`config.mk`:
```
export PLATFORM = sky130hd
export DESIGN_NAME = radix_digit_formatter
export DESIGN_NICKNAME = d
export VERILOG_FILES = /design/src/sv/rdf_pkg.sv /design/src/sv/radix_digit_formatter.sv
export SDC_FILE = /design/constraint.sdc
export NUM_CORES = 1
export LEC_CHECK = 0
export BUFFER_PORTS_ARGS = -buffer_cell sky130_fd_sc_hd__buf_2
export CORE_AREA = 2 2 184 186
export CTS_BUF_LIST = sky130_fd_sc_hd__clkbuf_8
export CTS_CLUSTER_SIZE = 20
export DETAILED_ROUTE_END_ITERATION = 7
export DIE_AREA = 0 0 186 188
export PLACE_DENSITY = 0.47
export SKIP_LAST_GASP = 1
export SYNTH_ARGS = -nofsm -noshare
export SYNTH_HDL_FRONTEND = slang
export SYNTH_SLANG_ARGS = --single-unit
```
`constraint.sdc`:
```
create_clock -name i_clk -period 4.4 [get_ports i_clk]
set_input_delay 0 -clock i_clk [delete_from_list [all_inputs] [get_ports i_clk]]
set_output_delay 0 -clock i_clk [all_outputs]
set_load 0.03 [all_outputs]
```
`src/sv/rdf_pkg.sv`:
```
// Package for the radix digit formatter: transaction structs, constants and
// the digit-to-ASCII glyph function. No dependencies.
package rdf_pkg;

    localparam int VALUE_WIDTH_DEF = 32;
    localparam int RADIX_MIN       = 2;
    localparam int RADIX_MAX       = 36;

    localparam logic [6:0] ASCII_ZERO   = 7'h30;
    // 'A' minus ten, so that digit ten maps onto 'A'.
    localparam logic [6:0] ASCII_LETTER = 7'h37;

    typedef struct packed {
        logic        [31:0] value;
        logic signed [7:0]  base;
    } t_fmt_in;

    typedef struct packed {
        logic [6:0] digit_char;
        logic       last_digit;
        logic       bad_base;
    } t_fmt_out;

    // Maps a remainder to its ASCII character; codes past the radix range give '0'.
    function automatic logic [6:0] digit_glyph(input logic [5:0] d);
        logic [6:0] g;
        if (d < 6'd10) begin
            g = ASCII_ZERO + {1'b0, d};
        end else if (d < 6'(RADIX_MAX)) begin
            g = ASCII_LETTER + {1'b0, d};
        end else begin
            g = ASCII_ZERO;
        end
        return g;
    endfunction

endpackage

```
`src/sv/radix_digit_formatter.sv`:
```
// Radix digit formatter top level: a shared restoring divider, a digit memory
// and the sequencer that drives them. Depends on rdf_pkg.
// A bad base gives its single result in the cycle after start and never raises busy.
// A good base sends each digit through the divider steps and the store state, then reads the
// digits back through the load and emit states. Busy stays high until the last digit is emitted;
// its strobe comes as busy falls. Reset is synchronous, active low; results cannot be stalled.
module radix_digit_formatter
    import rdf_pkg::*;
#(
    parameter int VALUE_WIDTH = VALUE_WIDTH_DEF
) (
    input  logic     i_clk,
    input  logic     i_rst_n,
    input  logic     start,
    output logic     busy,
    input  t_fmt_in  i_item,
    output logic     o_strobe,
    output t_fmt_out o_result
);

    // Width of the step counter, the digit count and the memory address.
    localparam int SW = $clog2(VALUE_WIDTH);
    localparam int CW = $clog2(VALUE_WIDTH + 1);
    localparam int IW = $clog2(VALUE_WIDTH);

    // Sequencer states.
    localparam logic [2:0] ST_IDLE  = 3'd0;
    localparam logic [2:0] ST_DIV   = 3'd1;
    localparam logic [2:0] ST_STORE = 3'd2;
    localparam logic [2:0] ST_LOAD  = 3'd3;
    localparam logic [2:0] ST_EMIT  = 3'd4;

    logic [2:0]             r_state, n_state;
    logic [VALUE_WIDTH-1:0] r_quo,   n_quo;
    logic [5:0]             r_rem,   n_rem;
    logic [5:0]             r_base,  n_base;
    logic [SW-1:0]          r_step,  n_step;
    logic [CW-1:0]          r_count, n_count;
    logic [IW-1:0]          r_ptr,   n_ptr;
    logic                   r_strobe, n_strobe;
    t_fmt_out               r_out,   n_out;

    // Digit memory: remainders in the order they come out of the divider,
    // least significant first. It is read back from the top down.
    logic [5:0] r_mem [VALUE_WIDTH];
    logic [5:0] r_rd_data;

    // One step of the shared restoring divider: bring down the next dividend bit
    // into the partial remainder and subtract the base when it fits.
    logic [6:0] w_trial;
    logic       w_fits;
    logic       w_base_ok;
    logic       w_accept;

    assign w_trial  = {r_rem, r_quo[VALUE_WIDTH-1]};
    assign w_fits   = (w_trial >= {1'b0, r_base});
    assign w_accept = start && (r_state == ST_IDLE);

    // The base is taken as an 8-bit pattern; only 2 through 36 are legal.
    assign w_base_ok = !i_item.base[7]
                    && (i_item.base[6:0] >= 7'(RADIX_MIN))
                    && (i_item.base[6:0] <= 7'(RADIX_MAX));

    always_comb begin
        n_state  = r_state;
        n_quo    = r_quo;
        n_rem    = r_rem;
        n_base   = r_base;
        n_step   = r_step;
        n_count  = r_count;
        n_ptr    = r_ptr;
        n_strobe = 1'b0;
        n_out    = r_out;
        case (r_state)
            ST_IDLE: begin
                if (w_accept) begin
                    n_quo = VALUE_WIDTH'(i_item.value);
                    if (w_base_ok) begin
                        n_base  = i_item.base[5:0];
                        n_rem   = '0;
                        n_step  = '0;
                        n_count = '0;
                        n_state = ST_DIV;
                    end else begin
                        // A bad base answers at once with a single flagged result.
                        n_count  = '0;
                        n_strobe = 1'b1;
                        n_out    = '{digit_char: '0, last_digit: 1'b0, bad_base: 1'b1};
                    end
                end
            end
            ST_DIV: begin
                n_quo = {r_quo[VALUE_WIDTH-2:0], w_fits};
                n_rem = w_fits ? 6'(w_trial - {1'b0, r_base}) : w_trial[5:0];
                n_step = r_step + 1'b1;
                if (r_step == SW'(VALUE_WIDTH - 1)) begin
                    n_state = ST_STORE;
                end
            end
            ST_STORE: begin
                // The remainder is written to memory this cycle. A zero value
                // still passes once through here and yields the digit zero.
                n_count = r_count + 1'b1;
                if (r_quo == '0) begin
                    n_ptr   = r_count[IW-1:0];
                    n_state = ST_LOAD;
                end else begin
                    n_rem   = '0;
                    n_step  = '0;
                    n_state = ST_DIV;
                end
            end
            ST_LOAD: begin
                // The memory read at r_ptr is registered at this edge.
                n_state = ST_EMIT;
            end
            ST_EMIT: begin
                n_strobe = 1'b1;
                n_out    = '{digit_char: digit_glyph(r_rd_data),
                             last_digit: (r_ptr == '0),
                             bad_base:   1'b0};
                if (r_ptr == '0) begin
                    n_state = ST_IDLE;
                end else begin
                    n_ptr   = r_ptr - 1'b1;
                    n_state = ST_LOAD;
                end
            end
            default: begin
                n_state = ST_IDLE;
            end
        endcase
    end

    // Control state, cleared by reset.
    always_ff @(posedge i_clk) begin
        if (!i_rst_n) begin
            r_state  <= ST_IDLE;
            r_strobe <= 1'b0;
            r_count  <= '0;
            r_quo    <= '0;
        end else begin
            r_state  <= n_state;
            r_strobe <= n_strobe;
            r_count  <= n_count;
            r_quo    <= n_quo;
        end
    end

    // Datapath registers need no reset.
    always_ff @(posedge i_clk) begin
        r_rem  <= n_rem;
        r_base <= n_base;
        r_step <= n_step;
        r_ptr  <= n_ptr;
        r_out  <= n_out;
    end

    // Digit memory: one write port from the divider, one registered read port.
    always_ff @(posedge i_clk) begin
        if (r_state == ST_STORE) begin
            r_mem[r_count[IW-1:0]] <= r_rem;
        end
        r_rd_data <= r_mem[r_ptr];
    end

    assign busy     = (r_state != ST_IDLE);
    assign o_strobe = r_strobe;
    assign o_result = r_out;

endmodule
```
==> metrics.csv, run 1 <==
metric,value,unit
status,finished clean,
Critical-path top delay cell,dlygate4sd3_1,
Setup Buffers After CTS,0,
clk_skew,0.0288,ns
num rows,67,
critical path class,flop to flop,
vias after detailed routing,7156,
DIE WIDTH,186,um
final cell count without fillers,1436,
vias in the first global route,7353,
Ant. Diodes,0,
dominant cell type by count on the critical path,a21boi_0,
synthesized area per cell,13.6,um2
Leakage,4.89,nW
I/O Pins,54,
RD Place Congestion,0.750,
final core utilization,0.405,
Final Setup Violations,0,
Post-Synth Adder-Cell Area,0.0214,
# placed instances,1308,
crit-path max FO,34,
DIE AREA,35000,um2
Cells after Synth,839,
NumNets Final,1014,
Synth Area in XOR/XNOR,0.00536,
Total GRT Usage,0.160,
Clock Pin Slew Worst Setup and Hold Paths,0.06,ns
htree depth,2,
RSZ-0062 raised after global routing,no,
fillers,3161,
fin crit share,0.642,
Final Cell Area,13400,um2
Rel. slew slack,0.224,
Netlist Area Pre-Place,11400,um2
hold depth,3,
Maximum Capacitance Violations,0,
top-count cell post-synth,edfxtp_1,
type of the tightest min-delay check,input pin to flop,
clock sinks,270,
Post-Synth Simple-Gate Area,0.107,
Die Height,188,um
Syn Nets,901,
routed length per instance,19.0,um
DR vias/cell,4.98,
Worst Path Arrival,3.31,ns
area delta synth->final,17.1,%
main combinational cell family by area after synthesis,simple AND/OR/NAND/NOR gates,
IO buf count,53,
Longest Clk Path Bufs,3,
final wirelength,27200,um
first-pass GRT wire length,42300,um
drt pass-1 iters,5,
Netlist cell types,62,
"Largest stage delay, worst path",0.55,ns
Startpoint Class,flop,
initial core utilization,0.346,
endpoints failing hold,0,
clk_lat worst skew,0.57,ns
share of cells above drive strength 1,0.155,
Min Hold Slack,0.0482,ns
# DRC,0,
Synth Area in Compound Gates,0.0767,
Synth area leader,edfxtp_1,
worst reg2reg path depth,8,
sequential cell area fraction in the yosys report,0.667,
mux contribution to synthesized area,0.0940,
TritonCTS clock tree,built,
pin count of the biggest net entering global routing,50,
final slew viol count,0,
drt initial violations,543,
Peak Freq,0.354,GHz
critical path data required time,4.89,ns
CP top delay family,compound AO/OA/AOI/OAI gates,
Buf/Inv on CP,2,
list of most frequent post-synthesis cells,"223 x edfxtp_1, 108 x nand2_1, 95 x nor2_1",
CP Capture Type,flop,
top cell type's share of synthesized area,0.585,
placed wire-length estimate,17200,um
async set or reset register ratio after synthesis,0,
Sum Neg Setup Slack,0,ns
Synth area leaders,"edfxtp_1 59%, dfxtp_1 8.2%, mux2i_1 4.5%",
r2r setup slk,1.58,ns
GR Overflow Total,0,
antenna violations before repair,0,
Seq cells post-synth,270,
Crit. path cell count,8,
worst-path cell chain,"buf_4, ha_1, nor2b_1, o2111ai_1, a21boi_0, o21ai_0, a21boi_0, dlygate4sd3_1",
number of CTS-inserted buffers,46,
VDD IR max,229,uV
ys flop type,edfxtp_1,
power density cells,377,nW/um2
yosys warns,0,
Post-synth EDFFs,223,
Tmin final,2.82,ns
placed cell area,12200,um2
area of the core,33100,um2
Worst-Margin Slew,1.16,ns
Root Driver,clkbuf_8,
post-route ant nets,0,
==> where the power goes <==
part | switching, mW | internal, mW
logic | 0.139 | 0.0960
registers | 0.0308 | 2.80
clock network | 0.999 | 0.993
==> placed cells by master, fill, tap and decap left out, types with 4 or more instances in the layout <==
master,synthesis,routed
edfxtp_1,223,223
inv_1,21,43
nand2_1,108,108
dlygate4sd3_1,0,44
buf_2,10,53
buf_4,8,14
ha_1,18,18
a21oi_1,21,21
nor2_1,95,95
mux2i_1,52,52
a22o_1,6,6
mux4_1,4,4
nor4_1,8,8
mux4_2,20,20
clkinv_1,0,9
a21boi_0,4,4
nand2b_1,4,4
xnor2_1,4,4
o21ai_0,18,18
nor3_1,5,5
clkinv_2,0,4
clkbuf_8,0,47
a311oi_1,30,30
dfxtp_1,47,47
and2_1,5,5
a221oi_1,8,8
nand3_1,24,24
a22oi_1,14,14
==> metal layers <==
layer,vias to the layer above,track usage,routed length [um]
met5,-,0,0
met3,43,0.0315,1140
li1,3412,-,-
met4,0,0.0509,576
met2,129,0.253,13000
met1,3572,0.221,12600
==> worst paths after layout <==
check	from	end
worst min-delay path	i_item[6]	r_base[0]
worst max-delay path	r_rem[0]	r_quo[0]
worst min register to register	r_quo[7]	r_quo[7]
worst max register to register	r_rem[0]	r_quo[0]
==> sequential cells by signal, indices dropped and copies added (netlist names) <==
name,cells
r_mem,192
r_quo,32
o_result,9
r_base,6
r_rd_data,6
r_rem,6
r_count,5
r_ptr,5
r_step,5
r_state,3
o_strobe,1
==> worst min-delay path, delay by kind of cell <==
family / cells / cell delay, ns
simple gates: 2 / 0.31
buf+inv: 1 / 0.08
==> layout make-up <==
class	instances	area, um2	area share
multi-input cells	500	3490	0.260
repair buffers	112	831	0.0620
clock inverters	37	153	0.0114
well taps	448	561	0.0418
inverters	22	82.6	0.00616
flip-flops and latches	270	7640	0.570
clock buffers	47	647	0.0483
==> stage by stage <==
step | total power [mW] | setup WS, ns
2_1_floorplan | 3.00 | 1.30
3_3_place_gp | 3.09 | 1.81
3_5_place_dp | 3.09 | 1.83
4_1_cts | 5.12 | 1.60
5_1_grt | 5.27 | 1.32
6_report | 5.06 | 1.58
==> logic make-up (layout without fill, tap and decap cells) <==
family / count (synthesis) / after routing
DFF: 270 / 270
buffers and inverters: 69 / 218
and+or+nand+nor: 277 / 277
AOI/OAI and AO/OA: 121 / 121
xor gates and xnor gates: 7 / 7
adders and majority gates: 19 / 19
muxes: 76 / 76
==> repair_timing <==
| action | 4_1_cts | 5_1_grt |
|---|---|---|
| endpoints found under the setup margin | 0 | 0 |
| endpoints found under the hold margin | 53 | 0 |
| gates resized for setup | 0 | 0 |
| hold buffers | 44 | 0 |
No activity file was read; power rests on OpenSTA's default activity.
==> run 2, diff against run 1 <==
--- a/config.mk
+++ b/config.mk
@@ -11,7 +11,7 @@
 export CTS_CLUSTER_SIZE = 20
 export DETAILED_ROUTE_END_ITERATION = 7
 export DIE_AREA = 0 0 186 188
-export PLACE_DENSITY = 0.47
+export PLACE_DENSITY = 0.49
 export SKIP_LAST_GASP = 1
 export SYNTH_ARGS = -nofsm -noshare
 export SYNTH_HDL_FRONTEND = slang
==> constraint.sdc (replaced) <==
create_clock -name i_clk -period 2.4 [get_ports i_clk]
set_input_delay 0 -clock i_clk [delete_from_list [all_inputs] [get_ports i_clk]]
set_output_delay 0 -clock i_clk [all_outputs]
set_load 0.03 [all_outputs]
==> metrics.csv, run 2 (synthesis results as in run 1) <==
metric,value,unit
Setup Buffers After CTS,0,
I/O Pins,54,
Rel. slew slack,0.360,
Tmin final,2.16,ns
critical path class,flop to flop,
NumNets Final,1059,
Final Cell Area,13800,um2
worst reg2reg path depth,6,
Maximum Capacitance Violations,0,
final worst-path setup slack,0.241,ns
R2R Path End,r_rem[0],
Longest Clk Path Bufs,3,
worst r2r src,r_rem[2],
vias in the first global route,7412,
Ant. Diodes,0,
placed wire-length estimate,17300,um
IO buf count,53,
final slew viol count,0,
DIE AREA,35000,um2
fillers,3084,
Root Driver,clkbuf_8,
critical path data required time,2.69,ns
endpoints failing hold,0,
drt pass-1 iters,7,
max FFs per register,192,
first-pass GRT wire length,42300,um
area delta synth->final,20.5,%
"most common cell after layout, fill and taps aside",edfxtp_1,
RD Place Congestion,0.801,
pin count of the biggest net entering global routing,69,
clock sinks,270,
most frequent cells in the layout,"223 x edfxtp_1, 108 x nand2_1, 95 x nor2_1",
initial core utilization,0.346,
Total GRT Usage,0.160,
VDD IR max,351,uV
TritonCTS clock tree,built,
share of cells above drive strength 1,0.191,
RSZ-0062 raised after global routing,no,
placed cell area,12500,um2
Peak Freq,0.463,GHz
# DRC,0,
r2r setup slk,0.24,ns
DR vias/cell,4.87,
routed length per instance,18.5,um
antenna violations before repair,0,
area of the core,33100,um2
DIE WIDTH,186,um
Startpoint Class,flop,
crit-path max FO,6,
power density cells,682,nW/um2
fin crit share,0.900,
clk_lat worst skew,0.58,ns
Final Setup Violations,0,
final wirelength,27300,um
htree depth,2,
Leakage,5.12,nW
type of the tightest min-delay check,input pin to flop,
Worst Path Arrival,2.45,ns
Clock Pin Slew Worst Setup and Hold Paths,0.06,ns
Worst-Margin Slew,0.959,ns
origin of the worst setup path,r_rem[2],
num rows,67,
GR Overflow Total,0,
vias after detailed routing,7203,
CP Capture Type,flop,
drt initial violations,530,
post-route ant nets,0,
status,finished clean,
Die Height,188,um
clk_skew,0.0343,ns
number of CTS-inserted buffers,47,
dpl ws,0.184,ns
Sum Neg Setup Slack,0,ns
Min Hold Slack,0.0245,ns
PnR Total Power,9.41,mW
CP endpoint,r_rem[0],
[run 2: cell types whose count changed in the layout (fill, tap and decap cells not counted), sizes merged]
| cell | previous run | this run |
|---|---|---|
| buf | 68 | 112 |
| bufinv | 0 | 1 |
| clkinv | 13 | 16 |
| inv | 45 | 39 |
[run 2: worst min path at each step]
stage,start,to,slack (ns),cells past startpoint
after CTS,i_item[6],r_base[1],0.004,3
after global routing,i_item[6],r_base[0],0.05,3
final,i_item[6],r_base[1],0.02,3
after floorplan,i_item[0],r_base[0],0.1,0
after global placement,i_item[0],r_base[0],0.19,1
after detailed placement,i_item[0],r_base[0],0.19,1
[run 2: worst max-delay path, stage by stage (launching register included)]
cell      delay [ns]
edfxtp_1        0.39
ha_1            0.38
a21o_1          0.18
a21oi_1         0.18
a21boi_1        0.15
nor2_1          0.45
a211oi_1        0.15
[run 2: layer usage]
layer	up-vias	GRT usage	part of all wire
li1	3491	-	-
met1	3545	0.214	0.45
met2	118	0.265	0.49
met3	49	0.0280	0.036
met4	0	0.0482	0.022
met5	-	0	0
[run 2: repair_timing]
| action | in CTS | in global routing |
|---|---|---|
| hold buffers | 44 | 0 |
| resized for setup | 0 | 1 |
| hold endpoints to repair | 53 | 0 |
| endpoints found under the setup margin | 0 | 4 |
[run 2: per-stage QoR]
stage,utilization,cells
final,0.417,1478
after global routing,0.417,1478
after CTS,0.417,1478
after detailed placement,0.378,1352
after global placement,0.378,1352
after floorplan,-,839
[run 2: layout make-up]
class / instances / area (um2) / share of cell area
clock buffer: 47 / 647 / 0.0469
clock inverter: 35 / 179 / 0.0130
inverter: 22 / 82.6 / 0.00599
multi-input combinational: 500 / 3490 / 0.253
sequential: 270 / 7640 / 0.554
tap: 448 / 561 / 0.0406
timing repair buffer: 156 / 1200 / 0.0869
[run 2: where the power goes]
| part | internal, mW | switching [mW] | total (mW) |
|---|---|---|---|
| sequential | 5.13 | 0.0498 | 5.18 |
| clock | 1.93 | 1.85 | 3.78 |
| combinational | 0.182 | 0.262 | 0.444 |
| total | 7.25 | 2.16 | 9.41 |
